## config.mk

```make
export PLATFORM = sky130hd
export DESIGN_NAME = i2c_bus_master
export DESIGN_NICKNAME = d
export VERILOG_FILES = /design/src/rtl/core/i2cm_pkg.sv /design/src/rtl/core/i2c_bus_master.sv /design/src/rtl/core/i2cm_skid.sv /design/src/rtl/core/i2cm_engine.sv
export SDC_FILE = /design/constraint.sdc
export NUM_CORES = 1
export LEC_CHECK = 0
export BUFFER_PORTS_ARGS = -buffer_cell sky130_fd_sc_hd__buf_2
export CORE_MARGIN = 2
export CORE_UTILIZATION = 62
export CTS_CLUSTER_DIAMETER = 50
export DETAILED_ROUTE_END_ITERATION = 7
export MAX_ROUTING_LAYER = met4
export PLACE_DENSITY = 0.81
export SETUP_SLACK_MARGIN = 0.05
export SKIP_CTS_REPAIR_TIMING = 1
export SLEW_MARGIN = 20
export SYNTH_ARGS = -nofsm -noshare
export SYNTH_HDL_FRONTEND = slang
export SYNTH_HIERARCHICAL = 1
export SYNTH_SLANG_ARGS = --single-unit
```

## constraint.sdc

```tcl
create_clock -name i_clk -period 6.1 [get_ports i_clk]
set_input_delay 0.305 -clock i_clk [delete_from_list [all_inputs] [get_ports i_clk]]
set_output_delay 0.305 -clock i_clk [all_outputs]
set_load 0.05 [all_outputs]
```

## src/rtl/core/i2cm_pkg.sv

```systemverilog
// ---------------------------------------------------------------------------
// i2cm_pkg
// Shared types and codes for the tick-driven two-wire bus master.
// ---------------------------------------------------------------------------
package i2cm_pkg;

    // command codes
    localparam logic [2:0] OP_NONE    = 3'd0;
    localparam logic [2:0] OP_START   = 3'd1;
    localparam logic [2:0] OP_SEND    = 3'd2;
    localparam logic [2:0] OP_RX_ACK  = 3'd3;
    localparam logic [2:0] OP_RX_NACK = 3'd4;
    localparam logic [2:0] OP_STOP    = 3'd5;

    // completion codes
    localparam logic [3:0] ST_START   = 4'd0;
    localparam logic [3:0] ST_RSTART  = 4'd1;
    localparam logic [3:0] ST_AW_ACK  = 4'd2;
    localparam logic [3:0] ST_AW_NACK = 4'd3;
    localparam logic [3:0] ST_TX_ACK  = 4'd4;
    localparam logic [3:0] ST_TX_NACK = 4'd5;
    localparam logic [3:0] ST_ARB     = 4'd6;
    localparam logic [3:0] ST_AR_ACK  = 4'd7;
    localparam logic [3:0] ST_AR_NACK = 4'd8;
    localparam logic [3:0] ST_RX_ACK  = 4'd9;
    localparam logic [3:0] ST_RX_NACK = 4'd10;
    localparam logic [3:0] ST_IDLE    = 4'd11;

    // configuration register indexes
    localparam logic CFG_BIT_RATE_DIV = 1'b0;
    localparam logic CFG_PRESCALE_SEL = 1'b1;

    localparam int TICK_W = 15;
    localparam logic [TICK_W-1:0] HALF_BASE = 15'd8;

    typedef struct packed {
        logic       scl_drive_low;
        logic       sda_drive_low;
        logic       busy_res;
        logic       done_res;
        logic [3:0] status;
        logic [7:0] rx_byte;
    } t_result;

endpackage

```

## src/rtl/core/i2c_bus_master.sv

```systemverilog
// ---------------------------------------------------------------------------
// i2c_bus_master
// Tick-driven two-wire bus master with a registered result channel.
//
// Each input transfer is one bus tick: a command (start, send, receive with
// ack or nack, stop), the byte to send and the sampled data line level.
// Commands are taken only while no command runs; others are ignored.
// Every accepted tick yields exactly one result transfer carrying the line
// drive levels, busy and done flags, the last status code and received byte.
// One tick is accepted every cycle while o_stall is low; its result, from the
// sequencer logic, is registered in the result register or the skid entry.
// When the receiver stalls, a single skid entry absorbs one more tick, after
// which o_stall rises until the result register drains.
// Configuration writes (divider, prescaler select) are registered; the user
// must make them only while the block is idle, which the block does not
// enforce. The half bit time is 8 plus the divider shifted left by twice the
// prescaler select, in ticks. Reset (synchronous, active low) frees the bus,
// clears the received byte, sets status to idle and empties the result channel.
// ---------------------------------------------------------------------------
module i2c_bus_master (
    input  logic       i_clk,
    input  logic       i_rst_n,
    input  logic       i_cfg_we,
    input  logic       i_cfg_idx,
    input  logic [7:0] i_cfg_data,
    input  logic       i_valid,
    output logic       o_stall,
    input  logic [2:0] i_operation,
    input  logic [7:0] i_tx_byte,
    input  logic       i_sda_in,
    output logic       o_valid,
    input  logic       i_stall,
    output logic       o_scl_drive_low,
    output logic       o_sda_drive_low,
    output logic       o_busy_res,
    output logic       o_done_res,
    output logic [3:0] o_status,
    output logic [7:0] o_rx_byte
);

    logic [7:0]        r_bit_rate_div;
    logic [1:0]        r_prescale_sel;
    logic              w_adv;
    i2cm_pkg::t_result w_res;
    i2cm_pkg::t_result w_out;

    always_ff @(posedge i_clk) begin
        if (!i_rst_n) begin
            r_bit_rate_div <= '0;
            r_prescale_sel <= '0;
        end else if (i_cfg_we) begin
            case (i_cfg_idx)
                i2cm_pkg::CFG_BIT_RATE_DIV: r_bit_rate_div <= i_cfg_data;
                i2cm_pkg::CFG_PRESCALE_SEL: r_prescale_sel <= i_cfg_data[1:0];
                default: ;
            endcase
        end
    end

    assign w_adv = i_valid && !o_stall;

    i2cm_engine u_engine (
        .i_clk          (i_clk),
        .i_rst_n        (i_rst_n),
        .i_adv          (w_adv),
        .i_operation    (i_operation),
        .i_tx_byte      (i_tx_byte),
        .i_sda_in       (i_sda_in),
        .i_bit_rate_div (r_bit_rate_div),
        .i_prescale_sel (r_prescale_sel),
        .o_res          (w_res)
    );

    i2cm_skid u_skid (
        .i_clk   (i_clk),
        .i_rst_n (i_rst_n),
        .i_valid (i_valid),
        .o_stall (o_stall),
        .i_res   (w_res),
        .o_valid (o_valid),
        .i_stall (i_stall),
        .o_res   (w_out)
    );

    assign o_scl_drive_low = w_out.scl_drive_low;
    assign o_sda_drive_low = w_out.sda_drive_low;
    assign o_busy_res      = w_out.busy_res;
    assign o_done_res      = w_out.done_res;
    assign o_status        = w_out.status;
    assign o_rx_byte       = w_out.rx_byte;

endmodule

```

## src/rtl/core/i2cm_skid.sv

```systemverilog
// ---------------------------------------------------------------------------
// i2cm_skid
// Result register with one skid entry, decoupling input and output channels.
// ---------------------------------------------------------------------------
module i2cm_skid (
    input  logic              i_clk,
    input  logic              i_rst_n,
    input  logic              i_valid,
    output logic              o_stall,
    input  i2cm_pkg::t_result i_res,
    output logic              o_valid,
    input  logic              i_stall,
    output i2cm_pkg::t_result o_res
);

    logic              r_out_v;
    logic              r_skid_v;
    i2cm_pkg::t_result r_out;
    i2cm_pkg::t_result r_skid;
    logic              w_accept;
    logic              w_take;

    assign w_accept = i_valid && !r_skid_v;
    assign w_take   = r_out_v && !i_stall;

    always_ff @(posedge i_clk) begin
        if (!i_rst_n) begin
            r_out_v  <= 1'b0;
            r_skid_v <= 1'b0;
        end else begin
            if (w_take || !r_out_v) begin
                r_out_v  <= r_skid_v || w_accept;
                r_skid_v <= 1'b0;
            end else if (w_accept) begin
                r_skid_v <= 1'b1;
            end
        end
    end

    always_ff @(posedge i_clk) begin
        if (w_take || !r_out_v) begin
            r_out <= r_skid_v ? r_skid : i_res;
        end else if (w_accept) begin
            r_skid <= i_res;
        end
    end

    assign o_stall = r_skid_v;
    assign o_valid = r_out_v;
    assign o_res   = r_out;

    // skid entry never holds data while the result register is empty
    a_skid_order: assert property (@(posedge i_clk) disable iff (!i_rst_n)
        r_skid_v |-> r_out_v)
        else $error("skid entry valid with empty result register");

    // a waiting skid transfer moves up when the result is taken
    a_skid_drain: assert property (@(posedge i_clk) disable iff (!i_rst_n)
        (w_take && r_skid_v) |=> (r_out_v && !r_skid_v))
        else $error("skid entry not drained");

endmodule

```

## src/rtl/core/i2cm_engine.sv

```systemverilog
// ---------------------------------------------------------------------------
// i2cm_engine
// Bus sequencer: one tick per transfer, line levels and completion codes.
// ---------------------------------------------------------------------------
module i2cm_engine (
    input  logic              i_clk,
    input  logic              i_rst_n,
    input  logic              i_adv,
    input  logic [2:0]        i_operation,
    input  logic [7:0]        i_tx_byte,
    input  logic              i_sda_in,
    input  logic [7:0]        i_bit_rate_div,
    input  logic [1:0]        i_prescale_sel,
    output i2cm_pkg::t_result o_res
);

    typedef enum logic [3:0] {
        PH_IDLE,
        PH_START_HOLD,
        PH_RS_LOW,
        PH_RS_HIGH,
        PH_BIT_LOW,
        PH_BIT_HIGH,
        PH_STOP_LOW,
        PH_STOP_HIGH,
        PH_STOP_FREE
    } t_phase;

    typedef enum logic [2:0] {
        K_DATA,
        K_ADDR_W,
        K_ADDR_R,
        K_RX_ACK,
        K_RX_NACK,
        K_RSTART,
        K_START
    } t_kind;

    t_phase                        r_phase, n_phase;
    t_kind                         r_kind, n_kind;
    logic [3:0]                    r_bit_cnt, n_bit_cnt;
    logic [7:0]                    r_shift, n_shift;
    logic [i2cm_pkg::TICK_W-1:0]   r_tick, n_tick;
    logic                          r_addr_pend, n_addr_pend;
    logic                          r_owned, n_owned;
    logic [3:0]                    r_status, n_status;
    logic [7:0]                    r_rx, n_rx;
    logic                          r_sda_hold, n_sda_hold;
    logic [i2cm_pkg::TICK_W-1:0]   w_half;

    assign w_half = i2cm_pkg::HALF_BASE
                  + (i2cm_pkg::TICK_W'(i_bit_rate_div) << {i_prescale_sel, 1'b0});

    always_comb begin
        logic v_done;
        logic v_scl;
        logic v_sending;
        n_phase     = r_phase;
        n_kind      = r_kind;
        n_bit_cnt   = r_bit_cnt;
        n_shift     = r_shift;
        n_tick      = r_tick;
        n_addr_pend = r_addr_pend;
        n_owned     = r_owned;
        n_status    = r_status;
        n_rx        = r_rx;
        n_sda_hold  = r_sda_hold;
        v_done      = 1'b0;
        v_scl       = 1'b0;

        // command decode
        if (r_phase == PH_IDLE) begin
            if (i_operation == i2cm_pkg::OP_START) begin
                n_tick = '0;
                if (r_owned) begin
                    n_kind  = K_RSTART;
                    n_phase = PH_RS_LOW;
                end else begin
                    n_kind     = K_START;
                    n_sda_hold = 1'b1;
                    n_phase    = PH_START_HOLD;
                end
            end else if (i_operation == i2cm_pkg::OP_SEND
                      || i_operation == i2cm_pkg::OP_RX_ACK
                      || i_operation == i2cm_pkg::OP_RX_NACK
                      || i_operation == i2cm_pkg::OP_STOP) begin
                if (!r_owned) begin
                    v_done     = 1'b1;
                    n_status   = i2cm_pkg::ST_IDLE;
                    n_sda_hold = 1'b0;
                end else if (i_operation == i2cm_pkg::OP_STOP) begin
                    n_phase = PH_STOP_LOW;
                    n_tick  = '0;
                end else begin
                    if (i_operation == i2cm_pkg::OP_SEND) begin
                        n_shift = i_tx_byte;
                        if (r_addr_pend) begin
                            n_kind = i_tx_byte[0] ? K_ADDR_R : K_ADDR_W;
                        end else begin
                            n_kind = K_DATA;
                        end
                    end else begin
                        n_shift = '0;
                        n_kind  = (i_operation == i2cm_pkg::OP_RX_ACK) ? K_RX_ACK : K_RX_NACK;
                    end
                    n_addr_pend = 1'b0;
                    n_bit_cnt   = '0;
                    n_phase     = PH_BIT_LOW;
                    n_tick      = '0;
                end
            end
        end

        v_sending = (n_kind == K_DATA) || (n_kind == K_ADDR_W) || (n_kind == K_ADDR_R);

        if (n_phase == PH_IDLE) begin
            v_scl = n_owned;
        end else begin
            // mid low half: data line change
            if (n_tick == (w_half >> 1)) begin
                case (n_phase)
                    PH_BIT_LOW: begin
                        if (n_bit_cnt < 4'd8) begin
                            n_sda_hold = v_sending && !n_shift[7];
                        end else begin
                            n_sda_hold = (n_kind == K_RX_ACK);
                        end
                    end
                    PH_RS_LOW:   n_sda_hold = 1'b0;
                    PH_STOP_LOW: n_sda_hold = 1'b1;
                    default: ;
                endcase
            end
            v_scl = (n_phase == PH_BIT_LOW) || (n_phase == PH_RS_LOW)
                 || (n_phase == PH_STOP_LOW);
        end

        o_res.scl_drive_low = v_scl;
        o_res.sda_drive_low = n_sda_hold;

        if (n_phase != PH_IDLE) begin
            if (n_tick >= w_half - 15'd1) begin
                n_tick = '0;
                case (n_phase)
                    PH_START_HOLD: begin
                        n_status    = (n_kind == K_RSTART) ? i2cm_pkg::ST_RSTART
                                                           : i2cm_pkg::ST_START;
                        n_owned     = 1'b1;
                        n_addr_pend = 1'b1;
                        v_done      = 1'b1;
                        n_phase     = PH_IDLE;
                    end
                    PH_RS_LOW: n_phase = PH_RS_HIGH;
                    PH_RS_HIGH: begin
                        n_sda_hold = 1'b1;
                        n_phase    = PH_START_HOLD;
                    end
                    PH_BIT_LOW: n_phase = PH_BIT_HIGH;
                    PH_BIT_HIGH: begin
                        if (n_bit_cnt < 4'd8) begin
                            if (v_sending && !n_sda_hold && !i_sda_in) begin
                                // arbitration lost
                                n_status    = i2cm_pkg::ST_ARB;
                                v_done      = 1'b1;
                                n_owned     = 1'b0;
                                n_addr_pend = 1'b0;
                                n_sda_hold  = 1'b0;
                                n_phase     = PH_IDLE;
                            end else begin
                                n_shift   = v_sending ? {n_shift[6:0], 1'b0}
                                                      : {n_shift[6:0], i_sda_in};
                                n_bit_cnt = n_bit_cnt + 4'd1;
                                n_phase   = PH_BIT_LOW;
                            end
                        end else begin
                            case (n_kind)
                                K_ADDR_W: n_status = i_sda_in ? i2cm_pkg::ST_AW_NACK
                                                              : i2cm_pkg::ST_AW_ACK;
                                K_ADDR_R: n_status = i_sda_in ? i2cm_pkg::ST_AR_NACK
                                                              : i2cm_pkg::ST_AR_ACK;
                                K_DATA:   n_status = i_sda_in ? i2cm_pkg::ST_TX_NACK
                                                              : i2cm_pkg::ST_TX_ACK;
                                default: begin
                                    n_rx     = n_shift;
                                    n_status = (n_kind == K_RX_ACK) ? i2cm_pkg::ST_RX_ACK
                                                                    : i2cm_pkg::ST_RX_NACK;
                                end
                            endcase
                            v_done  = 1'b1;
                            n_phase = PH_IDLE;
                        end
                    end
                    PH_STOP_LOW: n_phase = PH_STOP_HIGH;
                    PH_STOP_HIGH: begin
                        n_sda_hold = 1'b0;
                        n_phase    = PH_STOP_FREE;
                    end
                    default: begin
                        n_status    = i2cm_pkg::ST_IDLE;
                        v_done      = 1'b1;
                        n_owned     = 1'b0;
                        n_addr_pend = 1'b0;
                        n_sda_hold  = 1'b0;
                        n_phase     = PH_IDLE;
                    end
                endcase
            end else begin
                n_tick = n_tick + 15'd1;
            end
        end

        o_res.busy_res = (n_phase != PH_IDLE);
        o_res.done_res = v_done;
        o_res.status   = n_status;
        o_res.rx_byte  = n_rx;
    end

    always_ff @(posedge i_clk) begin
        if (!i_rst_n) begin
            r_phase     <= PH_IDLE;
            r_kind      <= K_DATA;
            r_bit_cnt   <= '0;
            r_shift     <= '0;
            r_tick      <= '0;
            r_addr_pend <= 1'b0;
            r_owned     <= 1'b0;
            r_status    <= i2cm_pkg::ST_IDLE;
            r_rx        <= '0;
            r_sda_hold  <= 1'b0;
        end else if (i_adv) begin
            r_phase     <= n_phase;
            r_kind      <= n_kind;
            r_bit_cnt   <= n_bit_cnt;
            r_shift     <= n_shift;
            r_tick      <= n_tick;
            r_addr_pend <= n_addr_pend;
            r_owned     <= n_owned;
            r_status    <= n_status;
            r_rx        <= n_rx;
            r_sda_hold  <= n_sda_hold;
        end
    end

    // address flag only while the bus is owned
    a_addr_owned: assert property (@(posedge i_clk) disable iff (!i_rst_n)
        r_addr_pend |-> r_owned)
        else $error("address pending without bus ownership");

    // bit transfers only run on an owned bus
    a_bits_owned: assert property (@(posedge i_clk) disable iff (!i_rst_n)
        (r_phase == PH_BIT_LOW || r_phase == PH_BIT_HIGH) |-> r_owned)
        else $error("bit phase without bus ownership");

endmodule

```

Word level (Yosys, flattened, before mapping)
Cells that the tools add are included.
Storage, ports and cells
  logic and storage cells: 196
  bits of input ports: 26
  register bits after elaboration: 93
  output and inout port bits: 18
Cells by class
  eq/ne operators: 19
  bitwise logic cells: 4
  magnitude comparators: 2
  reductions and logical operators: 33
  add/subtract/negate cells: 4
  shifts and indexed selects: 1
  multiplexer cells: 107
Operator list (number)
  8-bit two-way mux: 16
  4-bit two-way mux: 25
  15-bit two-way mux: 6
  1-bit two-way mux: 36
  3-bit two-way mux: 10
  4-bit one-hot mux with 3 select lines: 2
  4-bit one-hot mux with 6 select lines: 1
  4-bit by 3-bit equality test with 1-bit output, second input constant: 4
  16-bit two-way mux: 1
  15-bit by 1-bit adder with 15-bit output, second input constant: 1
  4-bit by 15-bit adder with 15-bit output, first input constant: 1
  15-bit by 14-bit equality test with 1-bit output: 1
  15-bit >= comparator: 1
  8-bit by 3-bit << shifter with 15-bit output: 1
  15-bit by 1-bit subtractor with 15-bit output, second input constant: 1
  3-bit by 2-bit equality test with 1-bit output, second input constant: 4
  1-bit one-hot mux with 3 select lines: 4
  2-bit two-way mux: 5
  3-bit equality test, second input constant: 3
  1-bit logical OR: 9
  4-bit by 2-bit equality test with 1-bit output, second input constant: 2
  4-bit zero test: 2
  4-bit nonzero test: 2
  3-bit by 1-bit equality test with 1-bit output, second input constant: 2
  15 further kinds: 30

Depth between registers and ports, before layout
  depth after elaboration: 26
  depth in mapped cells: 25
  gate-level depth less buffers: 20

Modules after synthesis
Netlist, hierarchy kept.
Modules (own cells, without submodules)
  i2cm_engine: cells each 657, sequential area each 980.9 µm², instances 1, area each 4724.5 µm²
  i2cm_skid: cells each 57, sequential area each 1001.0 µm², instances 1, area each 1280.0 µm²
  i2c_bus_master: cells each 44, sequential area each 200.2 µm², instances 1, area each 434.2 µm²

Worst setup path after synthesis
Ideal clock, no wire load.
  kind: reg2reg
  from: reg r_prescale_sel[0]
  to: reg u_skid.r_out, in the netlist u_skid/o_res[0] (data pin)
  period minus slack after synthesis: 5133 ps
  slack: 967 ps
  library setup time: 260 ps
  stages on the path, launching flop included: 25
  arrival: 4873 ps
  path buffers: 5
  required time: 5840 ps
  cell sequence: dfxtp_1 -> buf_6 -> clkbuf_1 -> mux2i_1 -> nor2_1 -> ha_1 -> and4_1 -> clkbuf_1 -> nor2_1 -> nor3b_1 -> nor2b_1 -> nand3_1 -> a21boi_0 -> ha_1 -> a21o_1 -> a21o_1 -> a21oi_1 -> nor2_1 -> a21oi_1 -> clkbuf_1 -> nor3_1 -> clkbuf_1 -> nor2_1 -> a21oi_1 -> mux2_2
RTL lines
  start: declaration: RTL line i2c_bus_master.sv:42  | logic [1:0] r_prescale_sel;
  start signal: assignment: RTL line i2c_bus_master.sv:54  | i2cm_pkg::CFG_PRESCALE_SEL: r_prescale_sel <= i_cfg_data[1:0];
  end signal: assignment: RTL line i2cm_skid.sv:42  | r_out <= r_skid_v ? r_skid : i_res;
  end: declaration: RTL line i2cm_skid.sv:18  | i2cm_pkg::t_result r_out;

==> flow_metrics.py <==
metrics = {
    "drt": {
        "num_vias": 6076,
        "drt_iter0_drc": 497,
        "first_pass_iters": 5,
        "ant_nets": 0,
        "detail_route.vias_per_cell": 6.62,
        "drc": 0,
        "detail_route.wl_per_cell_um": 18.6,
        "wirelength_um": 17000,
    },
    "power_and_ir_drop": {
        "p_seq_share_pct": 50.6,
        "switching_power_uw": 437,
        "clkPwrFrac_pct": 29.7,
        "p_leak_nw": 2.64,
        "power_density_mw_per_mm2": 196,
        "internal_power_uw": 913,
        "ir_drop_mv": 0.141,
        "p_comb_share_pct": 19.6,
        "power.share.switching_pct": 32.4,
    },
    "flow_run": {
        "max_cap_violations": 0,
    },
    "yosys": {
        "synth_nets": 805,
        "synth_seq_cells": 93,
        "ys_warn_count": 6,
        "synth_area_mm2": 0.00644,
        "yosys_most_used_dff": "dfxtp_1",
        "avgSynthCellArea_um2": 8.49,
        "synthArstFlopShare_pct": 0,
        "synth_edf_count": 32,
        "netlist-cell-type-count": 83,
        "ys_seq_area_share_pct": 33.9,
        "synth_cells": 758,
    },
    "global_route": {
        "grt_util_met1_pct": 37.1,
        "track_usage_pct": 31.8,
        "grt.overflow.total": 0,
        "use_met2_pct": 54.5,
        "grt_pass1_wl_um": 27900,
        "grt_use_met3_pct": 3.99,
        "grt_pass1_vias": 5739,
        "antenna_found_initial": 0,
        "top_usage_layer": "met2",
        "grt_start_max_net_pins": 45,
    },
    "final_layout": {
        "nets": 824,
        "regArea_mm2": 0.00218,
        "fillerInstances": 865,
        "layout_common_cells": "nand2_1 (80), nor2_1 (73), dfxtp_1 (59), a21oi_1 (44), buf_2 (43)",
        "drive_above_1_share_pct": 14.7,
        "multi_input_area_mm2": 0.00396,
        "antennaDiodeCount": 0,
        "final_common_cell": "nand2_1",
        "syn2layout_area_growth_pct": 6.94,
    },
    "floorplanning": {
        "ios": 44,
        "die_y_um": 106,
        "start_util_pct": 63.2,
        "core.rowCount": 37,
        "dieArea_mm2": 0.0112,
        "die_x_um": 106,
        "core_area_mm2": 0.0102,
    },
    "worst_setup_path": {
        "critPathKind": "reg2reg",
        "critPathCaptureType": "register",
        "cp.required_ps": 6230,
        "start_kind": "register",
        "cp.arrival_ps": 5630,
        "path_max_fanout": 19,
    },
    "clock_network": {
        "cts_tree": "yes",
        "root_buffer": "clkbuf_8",
        "clk_pin_slew_ps": 100,
        "cts_sinks": 93,
        "clock_path_buffers": 2,
        "numCtsBuffers": 9,
        "cts_max_level": 3,
        "clk_latency_ps": 370,
    },
    "timing": {
        "fin_crit_sh_pct": 90.2,
        "rsz0062_at_grt": "no",
        "fmax_mhz": 182,
        "worst-slew-pin-transition_ps": 1070,
        "hold_violations": 0,
        "finalSetupTns_ps": 0,
        "drv_slew": 0,
        "setup_slack_ps": 596,
        "finClkSkew_ps": 9.05,
        "setup_viol": 0,
        "layout_min_cycle_time_ps": 5500,
        "slew-limit-headroom_pct": 28.5,
    },
    "place": {
        "io_buffer_count": 43,
        "dp_slack_ps": 474,
        "hpwl_um": 12500,
        "gp_congestion": 0.972,
    },
    "worst_hold_path": {
        "hold_path_class": "in2reg",
    },
    "run_status": {
        "outcome": "finished, final reports clean",
    },
}
## final timing paths
check	startpoint	end	slack [ps]	cells after the start
setup / recovery	r_prescale_sel[0]$_SDFFE_PN0P_	u_skid/o_res[2]$_DFFE_PP_	600	21
hold reg to reg	u_engine/r_bit_cnt[0]$_SDFFE_PN0P_	u_engine/r_bit_cnt[0]$_SDFFE_PN0P_	500	2
hold / removal	i_cfg_data[5]	r_bit_rate_div[5]$_SDFFE_PN0P_	160	3
setup reg to reg	r_prescale_sel[0]$_SDFFE_PN0P_	u_skid/o_res[2]$_DFFE_PP_	600	21
## power by group through the flow
stage | Combinational (mW) | Sequential (mW) | Clock (mW)
global placement | 0.254 | 0.697 | 0
floorplan | 0.172 | 0.722 | 0
finish | 0.265 | 0.684 | 0.401
CTS | 0.262 | 0.684 | 0.410
detailed placement | 0.261 | 0.698 | 0
global route | 0.288 | 0.687 | 0.437
## cells in the mapped netlist (15+ instances only)
library cell | number | area (um2)
edfxtp_1 | 32 | 961
a21oi_1 | 44 | 220
ha_1 | 21 | 263
inv_1 | 17 | 63.8
dfxtp_1 | 61 | 1220
o21ai_0 | 35 | 175
a211oi_1 | 15 | 113
nor2_1 | 73 | 274
clkbuf_1 | 35 | 131
nand3_1 | 41 | 205
xnor2_1 | 15 | 131
nor3_1 | 19 | 95.1
nand2_1 | 80 | 300
mux2_2 | 15 | 169
mux2i_1 | 20 | 200
## cells by family (layout without fill, tap and decap cells)
kind of cell	count (synthesis)	count (layout)	synth area share [%]
AO/OA/AOI/OAI	206	206	22.4
XOR/XNOR	20	20	2.72
multiplexers	43	43	7.60
buffers and inverters	66	90	4.99
flip-flops	93	93	33.9
AND/OR/NAND/NOR	309	309	24.3
adder cells (fa/ha/maj)	21	21	4.08
## area by class of cell
type	instances	share of cell area, %
clock inverters	7	0.981
repair buffers	57	4.65
inverters	17	0.927
flip-flops and latches	93	31.7
well taps	136	2.47
multi-input cells	599	57.4
clock buffers	9	1.80
## flip-flops by register name, indices dropped and copies added (netlist names), 2 cells and up
signal,cells
u_engine/r_status,4
u_engine/r_phase,4
u_engine/r_bit_cnt,4
u_skid/o_res,16
r_bit_rate_div,8
u_skid/r_skid,16
r_prescale_sel,2
u_engine/r_kind,3
u_engine/r_shift,8
u_engine/r_rx,8
u_engine/r_tick,15
## critical path: stages (launching register included)
cell and delay, ps:
dfxtp_2 540, mux2i_1 120, nor2_1 370, ha_1 360
and4_1 360, nor2_1 140, nor3b_1 280, nor2b_1 260
nand3_1 130, a21boi_0 160, ha_1 330, a21o_1 180
a21o_1 170, a21oi_1 320, nor2_1 120, a21oi_1 400
buf_4 250, nor3_1 60, buf_4 190, nor2_1 130
a21oi_1 80, mux2_2 280
## metrics by stage
step / util, % / area [um2] / std cells / power [mW] / hold slack (ps)
floorplan: - / 6440 / 758 / 0.894 / 435
global placement: 65.6 / 6690 / 902 / 0.951 / 473
detailed placement: 65.7 / 6690 / 902 / 0.959 / 483
CTS: 67.6 / 6880 / 918 / 1.36 / 156
global route: 67.6 / 6890 / 918 / 1.41 / 162
finish: 67.6 / 6890 / 918 / 1.35 / 164
## per-layer routing
| metal | wire (um) | vias to the layer above | share of wire, % |
|---|---|---|---|
| li1 | - | 2890 | - |
| met1 | 7040 | 2895 | 41 |
| met2 | 8380 | 246 | 49 |
| met3 | 990 | 45 | 5.8 |
| met4 | 616 | 0 | 3.6 |
| met5 | 0 | - | 0 |
(Power assumes the default switching activity.)
